===== src/rtl/core/cia_pkg.sv =====
// Shared types, constants and the divider step function of the complex integer ALU.
`timescale 1ns / 1ps
package cia_pkg;

   typedef enum logic [1:0] {
      OP_ADD = 2'd0,
      OP_SUB = 2'd1,
      OP_MUL = 2'd2,
      OP_DIV = 2'd3
   } op_type;

   localparam int MID_DEPTH_DEF = 4;
   localparam int DIV_BITS      = 32;

   // Classified transaction passed from front to back.
   typedef struct packed {
      logic               is_div;
      logic signed [32:0] num_re;
      logic signed [32:0] num_im;
      logic [31:0]        den;
   } mid_entry_type;

   typedef struct packed {
      logic               is_div;
      logic               dz;
      logic               neg_re;
      logic               neg_im;
      logic signed [32:0] raw_re;
      logic signed [32:0] raw_im;
      logic [31:0]        den;
      logic [31:0]        num_re;
      logic [31:0]        num_im;
      logic [31:0]        rem_re;
      logic [31:0]        rem_im;
      logic [31:0]        quo_re;
      logic [31:0]        quo_im;
   } div_stage_type;

   // One restoring-division bit for both parts.
   function automatic div_stage_type div_step(input div_stage_type s);
      div_stage_type t;
      logic [32:0]   r_re;
      logic [32:0]   r_im;
      logic [32:0]   d;
      t    = s;
      d    = {1'b0, s.den};
      r_re = {s.rem_re, s.num_re[31]};
      r_im = {s.rem_im, s.num_im[31]};
      t.num_re = {s.num_re[30:0], 1'b0};
      t.num_im = {s.num_im[30:0], 1'b0};
      if (r_re >= d) begin
         r_re = r_re - d;
         t.quo_re = {s.quo_re[30:0], 1'b1};
      end else begin
         t.quo_re = {s.quo_re[30:0], 1'b0};
      end
      if (r_im >= d) begin
         r_im = r_im - d;
         t.quo_im = {s.quo_im[30:0], 1'b1};
      end else begin
         t.quo_im = {s.quo_im[30:0], 1'b0};
      end
      t.rem_re = r_re[31:0];
      t.rem_im = r_im[31:0];
      return t;
   endfunction

endpackage


===== src/rtl/core/cia_queue.sv =====
// Small queue decoupling front end from back end.
`timescale 1ns / 1ps
module cia_queue
   import cia_pkg::*;
#(
   parameter int DEPTH = MID_DEPTH_DEF
) (
   input  logic          clock,
   input  logic          reset,
   input  logic          push,
   input  mid_entry_type push_data,
   output logic          full,
   input  logic          pop,
   output mid_entry_type pop_data,
   output logic          empty
);

   localparam int PW = (DEPTH > 1) ? $clog2(DEPTH) : 1;
   localparam int CW = $clog2(DEPTH + 1);

   mid_entry_type mem [0:DEPTH-1];
   logic [PW-1:0] wr_ptr_ff, rd_ptr_ff;
   logic [CW-1:0] count_ff;

   assign full     = (count_ff == CW'(DEPTH));
   assign empty    = (count_ff == '0);
   assign pop_data = mem[rd_ptr_ff];

   always_ff @(posedge clock) begin
      if (reset) begin
         wr_ptr_ff <= '0;
         rd_ptr_ff <= '0;
         count_ff  <= '0;
      end else begin
         if (push) begin
            wr_ptr_ff <= (wr_ptr_ff == PW'(DEPTH - 1)) ? '0 : wr_ptr_ff + 1'b1;
         end
         if (pop) begin
            rd_ptr_ff <= (rd_ptr_ff == PW'(DEPTH - 1)) ? '0 : rd_ptr_ff + 1'b1;
         end
         if (push && !pop) begin
            count_ff <= count_ff + 1'b1;
         end else if (pop && !push) begin
            count_ff <= count_ff - 1'b1;
         end
      end
   end

   always_ff @(posedge clock) begin
      if (push) begin
         mem[wr_ptr_ff] <= push_data;
      end
   end

`ifndef SYNTHESIS
   a_no_overflow: assert property (@(posedge clock) disable iff (reset) !(push && full))
      else $error("queue written while full");
   a_no_underflow: assert property (@(posedge clock) disable iff (reset) !(pop && empty))
      else $error("queue read while empty");
   a_count_range: assert property (@(posedge clock) disable iff (reset)
      count_ff <= CW'(DEPTH))
      else $error("queue count out of range");
`endif

endmodule


===== config.mk =====
export PLATFORM = sky130hd
export DESIGN_NAME = cia_queue
export DESIGN_NICKNAME = d
export VERILOG_FILES = /design/src/rtl/core/cia_pkg.sv /design/src/rtl/core/cia_queue.sv
export SDC_FILE = /design/constraint.sdc
export NUM_CORES = 1
export LEC_CHECK = 0
export BUFFER_PORTS_ARGS = -buffer_cell sky130_fd_sc_hd__buf_2
export CORE_MARGIN = 2
export CORE_UTILIZATION = 50
export CTS_CLUSTER_DIAMETER = 150
export DETAILED_ROUTE_END_ITERATION = 8
export GPL_TIMING_DRIVEN = 0
export PLACE_DENSITY = 0.71
export REMOVE_ABC_BUFFERS = 1
export SLEW_MARGIN = 40
export SYNTH_ARGS = -nofsm -noshare
export SYNTH_HDL_FRONTEND = slang
export SYNTH_SLANG_ARGS = --single-unit

===== constraint.sdc =====
create_clock -name clock -period 5.6 [get_ports clock]
set_input_delay 1.12 -clock clock [delete_from_list [all_inputs] [get_ports clock]]
set_output_delay 1.12 -clock clock [all_outputs]
set_load 0.03 [all_outputs]

==> run_results.csv <==
group,metric,value,unit
floorplanning,die_h,175,um
drt,vias,6625,
cells_and_area,drive_gt1_frac,0.465,
floorplanning,io_pins,204,
setup_path,reg2reg_from,"wr_ptr_ff[0]",
sta,fmax,0.285,GHz
synth,synthDistinctLibCells,20,
synth,synth_top_area_cell,"edfxtp_1",
hold_path,worstHoldEndpoint,"count_ff[2]",
placement,post-dp-hpwl,16.8,mm
setup_path,critPathKind,"reg2out",
power,powerDensity,396,nW/um^2
floorplanning,die-area,30800,sq um
synth,synth.most_common_cell,"edfxtp_1",
synth,async_flop_share,0,
hold_path,min_path_cells,2,
global_route,grt_max_degree,40,
synth,syn_avg_cell_area,26.2,sq um
synth,synthXorXnorAreaFrac,0.00119,
drt,drc_errors,0,
sta,drv_slew,0,
hold_path,hp-class,"reg2reg",
clocking,cts_resized,0,
sta,setup_slack,2.09,ns
synth,synth_warnings,0,
sta,finalCritPeriodShare,0.626,
setup_path,worstPathRequired,4.48,ns
floorplanning,rows,62,
global_route,grt_first_pass_wirelength,41.3,mm
sta,fin_crit,3.51,ns
clocking,path_clk_slew,0.06,ns
synth,synth_top_area_frac,0.809,
clocking,root_buffer,"clkbuf_16",
synth,synth.area.mux_share,0.155,
sta,tightest_slew,0.445,ns
synth,ys_top_cells_by_area,"edfxtp_1 81%, mux4_2 15%, dfxtp_1 1.2%, ha_1 0.51%, buf_2 0.34%",
global_route,first_global_vias,7353,
synth,ys_seq_area_frac,0.822,
placement,port_buffers,203,
drt,ant_nets,0,
synth,synthFlopType,"edfxtp_1",
sta,rsz0062_at_grt,"no",
synth,synth_common_cells,"396 x edfxtp_1, 99 x mux4_2, 10 x buf_2, 9 x dfxtp_1, 8 x clkbuf_1",
clocking,cts_buffers,42,
power,peakVddDrop,287,uV
drt,vias_per_cell,5.42,
global_route,antenna_found_initial,3,
clocking,cts_setup_buffers,0,
floorplanning,initial_utilization,0.510,
hold_path,min_from,"count_ff[2]",
clocking,clockBufferDepth,3,
sta,tns,0,ns
power,p_leak,6.06,nW
synth,ys_ff_latch,405,
setup_path,arrival,2.39,ns
setup_path,path_max_fanout,26,
drt,route.detailed.wl_per_inst,21.9,um
synth,synth_edf_count,396,
setup_path,r2r_cells,5,
synth,syn_inst,561,
drt,drtIter0Drc,465,
placement,place_ws,2.60,ns
synth,synth-compound-area-share,0.00102,
synth,synth_fa_ha_area_frac,0.00647,
global_route,grt_use_total,0.176,
drt,dr.pass1.iters,4,
run_status,status,"finished, final reports clean",
placement,place_congestion,0.708,
sta,finalSetupViolations,0,
setup_path,critPathLaunchType,"flip-flop",
drt,wl,26.7,mm
clocking,tritoncts,"built",
floorplanning,die_w,175,um
cells_and_area,fin_nets,914,
clocking,insertion_delay,0.52,ns
clocking,cts_hold_buf,0,
clocking,cts.sinks,405,
setup_path,rrSetupSlack,3.80,ns
sta,relSlewSlack,0.704,
cells_and_area,fin_cells,1223,
synth,netlist_area,14700,sq um
run,maxCapViolCount,0,
synth,synthSimpleGateAreaFrac,0.00528,
placement,dp_cells,1144,
cells_and_area,syn_to_final_growth,21.8,%
global_route,grt_overflow,0,
sta,fin_skew,0.0104,ns
setup_path,worstSetupEndpointType,"output pin",
sta,hold_violations,0,
setup_path,reg2reg_to,"mem[2][13]",
clocking,h-tree-depth,2,
floorplanning,core_area,28800,sq um
synth,synth_top_family_by_area,"multiplexers",
power,power.total,7.08,mW
## state kept, by name, summed over array words and instances, names as in the netlist, named ones only
register	flops
wr_ptr_ff	2
rd_ptr_ff	2
mem	396
count_ff	3
## critical path, cell delays in order (launching register included)
cell	delay, ns
dfxtp_4	0.57
buf_12	0.24
buf_12	0.26
mux4_2	0.56
buf_2	0.20
## power breakdown
group	switching [mW]	internal, mW
Clock	1.10	1.75
Combinational	0.448	0.270
Sequential	0.0444	3.47
## area by class of cell
class                           instances  area, sq um
Sequential cell                       405        12100
Fill cell                            1953        10900
Multi-Input combinational cell        130         2480
Timing Repair Buffer                  221         1380
Clock buffer                           52         1150
Tap cell                              384          480
Clock inverter                         26          290
Inverter                                4         15.0
Antenna cell                            1         2.50
## stage by stage
stage / hold slack [ns] / instance area, sq um / utilization
floorplan: 0.460 / 14600 / -
global placement: 0.479 / 16100 / 0.558
detailed placement: 0.524 / 16400 / 0.571
CTS: 0.539 / 17900 / 0.621
global route: 0.579 / 17900 / 0.621
finish: 0.537 / 17900 / 0.622
## logic make-up after synthesis
kind of cell	count (synthesis)
fa+ha+maj	7
xor+xnor	2
flops	405
buf+inv	26
simple gates	15
mux	103
compound gates	3
## worst max-delay path by stage
stage / from / endpoint / slack (ns) / cells after the start
6_report: flip-flop / pop_data[27] / 2.09 / 4
5_1_grt: flip-flop / pop_data[9] / 1.95 / 4
4_1_cts: flip-flop / pop_data[92] / 2.01 / 4
3_5_place_dp: flip-flop / pop_data[9] / 2.60 / 4
3_3_place_gp: flip-flop / pop_data[8] / -2.13 / 2
2_1_floorplan: flip-flop / pop_data[0] / -0.41 / 1
## cells in the final DEF, fill, tap and decap left out, types with 6 or more instances in the layout
master / n
buf_12: 17
buf_2: 203
bufinv_16: 6
clkbuf_1: 7
clkbuf_16: 45
clkinv_1: 7
clkinv_2: 9
dfxtp_1: 7
edfxtp_1: 396
ha_1: 6
mux4_2: 99
nor2_1: 7
## per-layer routing
metal | track usage | share of wire | vias to the layer above
met1 | 0.220 | 0.39 | 3493
li1 | - | - | 2906
met3 | 0.0515 | 0.066 | 45
met4 | 0.0455 | 0.020 | 4
met5 | 0 | 0.0011 | -
met2 | 0.304 | 0.52 | 177
No activity file was read; power rests on OpenSTA's default activity.
