**config.mk**
```make
export PLATFORM = sky130hd
export DESIGN_NAME = cia_front
export DESIGN_NICKNAME = d
export VERILOG_FILES = /design/src/rtl/core/cia_pkg.sv /design/src/rtl/core/cia_front.sv
export SDC_FILE = /design/constraint.sdc
export NUM_CORES = 2
export LEC_CHECK = 0
export BUFFER_PORTS_ARGS = -buffer_cell sky130_fd_sc_hd__buf_2
export CAP_MARGIN = 20
export CORE_AREA = 2 2 399 559
export CTS_CLUSTER_SIZE = 28
export DETAILED_ROUTE_END_ITERATION = 12
export DIE_AREA = 0 0 401 561
export GPL_TIMING_DRIVEN = 0
export PLACE_DENSITY = 0.58
export SLEW_MARGIN = 5
export SYNTH_ARGS = -nofsm -noshare
export SYNTH_HDL_FRONTEND = slang
export SYNTH_SLANG_ARGS = --single-unit
```
**constraint.sdc**
```tcl
create_clock -name clock -period 38.2 [get_ports clock]
set_input_delay 9.55 -clock clock [delete_from_list [all_inputs] [get_ports clock]]
set_output_delay 9.55 -clock clock [all_outputs]
set_load 0.005 [all_outputs]
```
**src/rtl/core/cia_pkg.sv**
```systemverilog
// Shared types, constants and the divider step function of the complex integer ALU.
`timescale 1ns / 1ps
package cia_pkg;

   typedef enum logic [1:0] {
      OP_ADD = 2'd0,
      OP_SUB = 2'd1,
      OP_MUL = 2'd2,
      OP_DIV = 2'd3
   } op_type;

   localparam int MID_DEPTH_DEF = 4;
   localparam int DIV_BITS      = 32;

   // Classified transaction passed from front to back.
   typedef struct packed {
      logic               is_div;
      logic signed [32:0] num_re;
      logic signed [32:0] num_im;
      logic [31:0]        den;
   } mid_entry_type;

   typedef struct packed {
      logic               is_div;
      logic               dz;
      logic               neg_re;
      logic               neg_im;
      logic signed [32:0] raw_re;
      logic signed [32:0] raw_im;
      logic [31:0]        den;
      logic [31:0]        num_re;
      logic [31:0]        num_im;
      logic [31:0]        rem_re;
      logic [31:0]        rem_im;
      logic [31:0]        quo_re;
      logic [31:0]        quo_im;
   } div_stage_type;

   // One restoring-division bit for both parts.
   function automatic div_stage_type div_step(input div_stage_type s);
      div_stage_type t;
      logic [32:0]   r_re;
      logic [32:0]   r_im;
      logic [32:0]   d;
      t    = s;
      d    = {1'b0, s.den};
      r_re = {s.rem_re, s.num_re[31]};
      r_im = {s.rem_im, s.num_im[31]};
      t.num_re = {s.num_re[30:0], 1'b0};
      t.num_im = {s.num_im[30:0], 1'b0};
      if (r_re >= d) begin
         r_re = r_re - d;
         t.quo_re = {s.quo_re[30:0], 1'b1};
      end else begin
         t.quo_re = {s.quo_re[30:0], 1'b0};
      end
      if (r_im >= d) begin
         r_im = r_im - d;
         t.quo_im = {s.quo_im[30:0], 1'b1};
      end else begin
         t.quo_im = {s.quo_im[30:0], 1'b0};
      end
      t.rem_re = r_re[31:0];
      t.rem_im = r_im[31:0];
      return t;
   endfunction

endpackage

```
**src/rtl/core/cia_front.sv**
```systemverilog
// Front end: operand products and numerator/denominator formation.
`timescale 1ns / 1ps
module cia_front
   import cia_pkg::*;
(
   input  logic               clock,
   input  logic               reset,
   input  logic               push,
   input  logic [1:0]         op,
   input  logic signed [15:0] a_re,
   input  logic signed [15:0] a_im,
   input  logic signed [15:0] b_re,
   input  logic signed [15:0] b_im,
   output logic               full,
   input  logic               mid_full,
   output logic               mid_push,
   output mid_entry_type      mid_data
);

   logic               en;
   logic               s1_valid_ff;
   op_type             s1_op_ff;
   logic signed [15:0] s1_a_re_ff, s1_a_im_ff, s1_b_re_ff, s1_b_im_ff;
   logic signed [31:0] ac_ff, bd_ff, ad_ff, bc_ff, cc_ff, dd_ff;
   logic               s2_valid_ff;
   mid_entry_type      s2_ff;
   mid_entry_type      s2_in;
   logic signed [32:0] x_ac, x_bd, x_ad, x_bc;

   assign en       = !(s2_valid_ff && mid_full);
   assign full     = !en;
   assign mid_push = s2_valid_ff && en;
   assign mid_data = s2_ff;

   always_ff @(posedge clock) begin
      if (reset) begin
         s1_valid_ff <= 1'b0;
         s2_valid_ff <= 1'b0;
      end else if (en) begin
         s1_valid_ff <= push;
         s2_valid_ff <= s1_valid_ff;
      end
   end

   always_ff @(posedge clock) begin
      if (en) begin
         s1_op_ff   <= op_type'(op);
         s1_a_re_ff <= a_re;
         s1_a_im_ff <= a_im;
         s1_b_re_ff <= b_re;
         s1_b_im_ff <= b_im;
         ac_ff      <= a_re * b_re;
         bd_ff      <= a_im * b_im;
         ad_ff      <= a_re * b_im;
         bc_ff      <= a_im * b_re;
         cc_ff      <= b_re * b_re;
         dd_ff      <= b_im * b_im;
         s2_ff      <= s2_in;
      end
   end

   always_comb begin
      x_ac = {ac_ff[31], ac_ff};
      x_bd = {bd_ff[31], bd_ff};
      x_ad = {ad_ff[31], ad_ff};
      x_bc = {bc_ff[31], bc_ff};
      s2_in.is_div = 1'b0;
      s2_in.den    = 32'($unsigned(cc_ff)) + 32'($unsigned(dd_ff));
      unique case (s1_op_ff)
         OP_ADD: begin
            s2_in.num_re = {{17{s1_a_re_ff[15]}}, s1_a_re_ff} + {{17{s1_b_re_ff[15]}}, s1_b_re_ff};
            s2_in.num_im = {{17{s1_a_im_ff[15]}}, s1_a_im_ff} + {{17{s1_b_im_ff[15]}}, s1_b_im_ff};
         end
         OP_SUB: begin
            s2_in.num_re = {{17{s1_a_re_ff[15]}}, s1_a_re_ff} - {{17{s1_b_re_ff[15]}}, s1_b_re_ff};
            s2_in.num_im = {{17{s1_a_im_ff[15]}}, s1_a_im_ff} - {{17{s1_b_im_ff[15]}}, s1_b_im_ff};
         end
         OP_MUL: begin
            s2_in.num_re = x_ac - x_bd;
            s2_in.num_im = x_ad + x_bc;
         end
         OP_DIV: begin
            s2_in.is_div = 1'b1;
            s2_in.num_re = x_ac + x_bd;
            s2_in.num_im = x_bc - x_ad;
         end
         default: begin
            s2_in.num_re = '0;
            s2_in.num_im = '0;
         end
      endcase
   end

endmodule

```
==> summary.md <==
| Metric | Value |
|---|---|
| Grt total ovfl | 0 |
| Critical Path RT | approximately 29 ns |
| Nets | 10500 |
| Syn. warnings | 0 |
| CTS Sinks | ~360 |
| Post-synth top flop | edfxtp_1 |
| Synthesized cell area | approximately 77000 um2 |
| Setup CP Type | input pin to primary output |
| DR vias | around 59000 |
| Measured slew at the worst slew-check pin | roughly 1.3 ns |
| Die Ht | 561 um |
| IO Pins | 171 |
| FP Rows | 204 |
| Worst hold path class | flop to flop |
| Most common cell after layout, fill and taps aside | inv_1 |
| GR Layer Usage met1 | 0.299 |
| Main area contributors after synthesis | fa_1 40%, edfxtp_1 14%, ha_1 11%, inv_1 9.2%, and2_1 4.6% |
| Layout cells sized above 1 | 0.0493 |
| Total of max-cap violations | 0 |
| First-pass GRT wire length | between 400 and 500 mm |
| Mapped Cells | around 8000 |
| Worst setup EP type | primary output |
| Setup bufs post-CTS | 0 |
| Slew Viols, Final | 0 |
| Root Driver | clkbuf_16 |
| Number of flops mapped to enable cells by yosys | 353 |
| Ys async rst share | 0 |
| Antenna viol nets, final | 0 |
| Clock tree buffer depth | 3 |
| Setup-failing EPs final | 0 |
| Worst-path clk slew | approximately 0.06 ns |
| Synth unique cells | 83 |
| Post-CTS sizing | 0 |
| DRC violations left | 0 |
| Largest net degree at the start of global routing | slightly below 70 |
| Final-report hold violation count | 0 |
| Number of global-route vias before repair | 62500 |
| Routed vias/inst | 5.20 |
| Syn avg cell area | 9.61 um2 |
| Initial Utilization | 0.348 |
| Tcrit/Tclk final | 0.536 |
| Cts bufs inserted | 44 |
| Initial antenna violation count | 65 |
| Placer Congestion | 1.06 |
| H-Tree Depth | 2 |
| Most frequent cells in the layout | 1879 x inv_1, 1520 x fa_1, 778 x nand2_1 |
| GR Util met2 | 0.458 |
| Status | finished, final reports clean |
| Port bufs | 170 |
| Syn nets | 10200 |
| Critical Path Fanout Max | 66 |
| Critical Path Source Type | input pin |
| Drt wl/cell | approximately 27 um |
| Drt total wl | 308 mm |
| Die Area | 225000 um2 |
| Seq/Total Area, Yosys | 0.139 |
| Crit path arrival time | 10.93 ns |
| Fin Clk Skew | 0.0511 ns |
| Clock Latency Late Sink | approximately 0.69 ns |
| Busiest grt layer | met2 |
| Post-CTS Hold Fix Bufs | 0 |
| Synth area leader | fa_1 |
| RSZ-0062 raised after global routing | no |
| M3 GR Usage | 0.0630 |
| DPL Wire Length | roughly 260 mm |
| F_max | slightly below 0.05 GHz |
| Router iterations before antenna repair | 8 |
| CTS tree | yes |
| Chip width | around 400 um |
| #FFs+latches synth | between 300 and 400 |
| Total core area | between 200000 and 250000 um2 |
| Setup TNS Final | 0 ns |
| Synth-to-Final Area Change | 9.67% |
| Min Tclk post-route | 20.48 ns |
| Starting DRC count in detailed routing | 4524 |
| Yosys top cell area share | 0.397 |
| Slew HR | 0.118 |
| # fillers | roughly 22000 |
| Total global-route track usage | 0.276 |
[through the flow]
stage	worst slack, ns	hold slack (ns)	instance area [um2]	std cells	util
floorplan	10.90	0.426	76700	7981	-
global placement	6.88	0.438	81100	11000	0.369
detailed placement	17.64	0.453	82400	11100	0.374
CTS	17.65	0.461	83900	11200	0.381
global route	17.57	0.487	84000	11200	0.382
finish	17.72	0.459	84100	11200	0.382
[per-layer routing]
metal / up-vias / wire (um) / part of all wire
li1: 25200 / - / -
met1: 29800 / 106000 / 0.34
met2: 2649 / 147000 / 0.48
met3: 922 / 24300 / 0.079
met4: 28 / 31300 / 0.10
met5: - / 198 / 0.00064
[synth_stat cells, types with 61 or more instances]
cell / n
a21o_1: 131
nand2b_1: 61
nand2_1: 779
xnor2_1: 282
inv_1: 1879
a21oi_1: 255
xor2_1: 112
nor3_1: 61
edfxtp_1: 353
ha_1: 676
clkbuf_1: 283
and2_1: 559
o21ai_0: 180
nor2_1: 265
fa_1: 1520
[cell type report]
class,instances,area [um2],share of cell area
multi-input cells,5448,57900,0.688
flip-flops and latches,355,10600,0.127
inverters,1883,7070,0.0841
well taps,2884,3610,0.0429
repair buffers,251,2150,0.0255
plain buffers,295,1140,0.0135
clock buffers,50,1120,0.0134
clock inverters,32,375,0.00446
diodes,51,128,0.00152
[registers in the layout, indices dropped and copies added (netlist names), 2 cells and up]
| name | cells |
|---|---|
| mid_data | 99 |
| ac_ff | 32 |
| ad_ff | 32 |
| bc_ff | 32 |
| bd_ff | 32 |
| cc_ff | 30 |
| dd_ff | 30 |
| s1_a_im_ff | 16 |
| s1_a_re_ff | 16 |
| s1_b_im_ff | 16 |
| s1_b_re_ff | 16 |
| s1_op_ff | 2 |
[cell families after synthesis]
logic type	after synthesis	synth area share
DFF	355	0.139
xor gates and xnor gates	394	0.0450
and+or+nand+nor	1937	0.124
buffers and inverters	2178	0.107
AOI/OAI and AO/OA	909	0.0773
muxes	12	0.00158
adders and majority gates	2196	0.507
[worst paths after layout]
kind | from | endpoint | slack (ns) | cells after the start
setup reg to reg | s1_op_ff[0]$_DFFE_PN_ | mid_data[63]$_DFFE_PN_ | 32.21 | 14
hold / removal | s1_valid_ff$_SDFFE_PP0N_ | s1_valid_ff$_SDFFE_PP0N_ | 0.46 | 2
setup / recovery | mid_full | full | 17.72 | 5
hold reg to reg | s1_valid_ff$_SDFFE_PP0N_ | s1_valid_ff$_SDFFE_PP0N_ | 0.46 | 2
[critical path, cell delays in order]
cell     delay (ns)
buf_2          0.12
nand2_4        0.61
buf_16         0.36
inv_1          0.12
buf_2          0.15
Power is left out: the tool's default activity adds up to more than one toggle a clock period on the data nets, which glitch-free logic cannot reach.
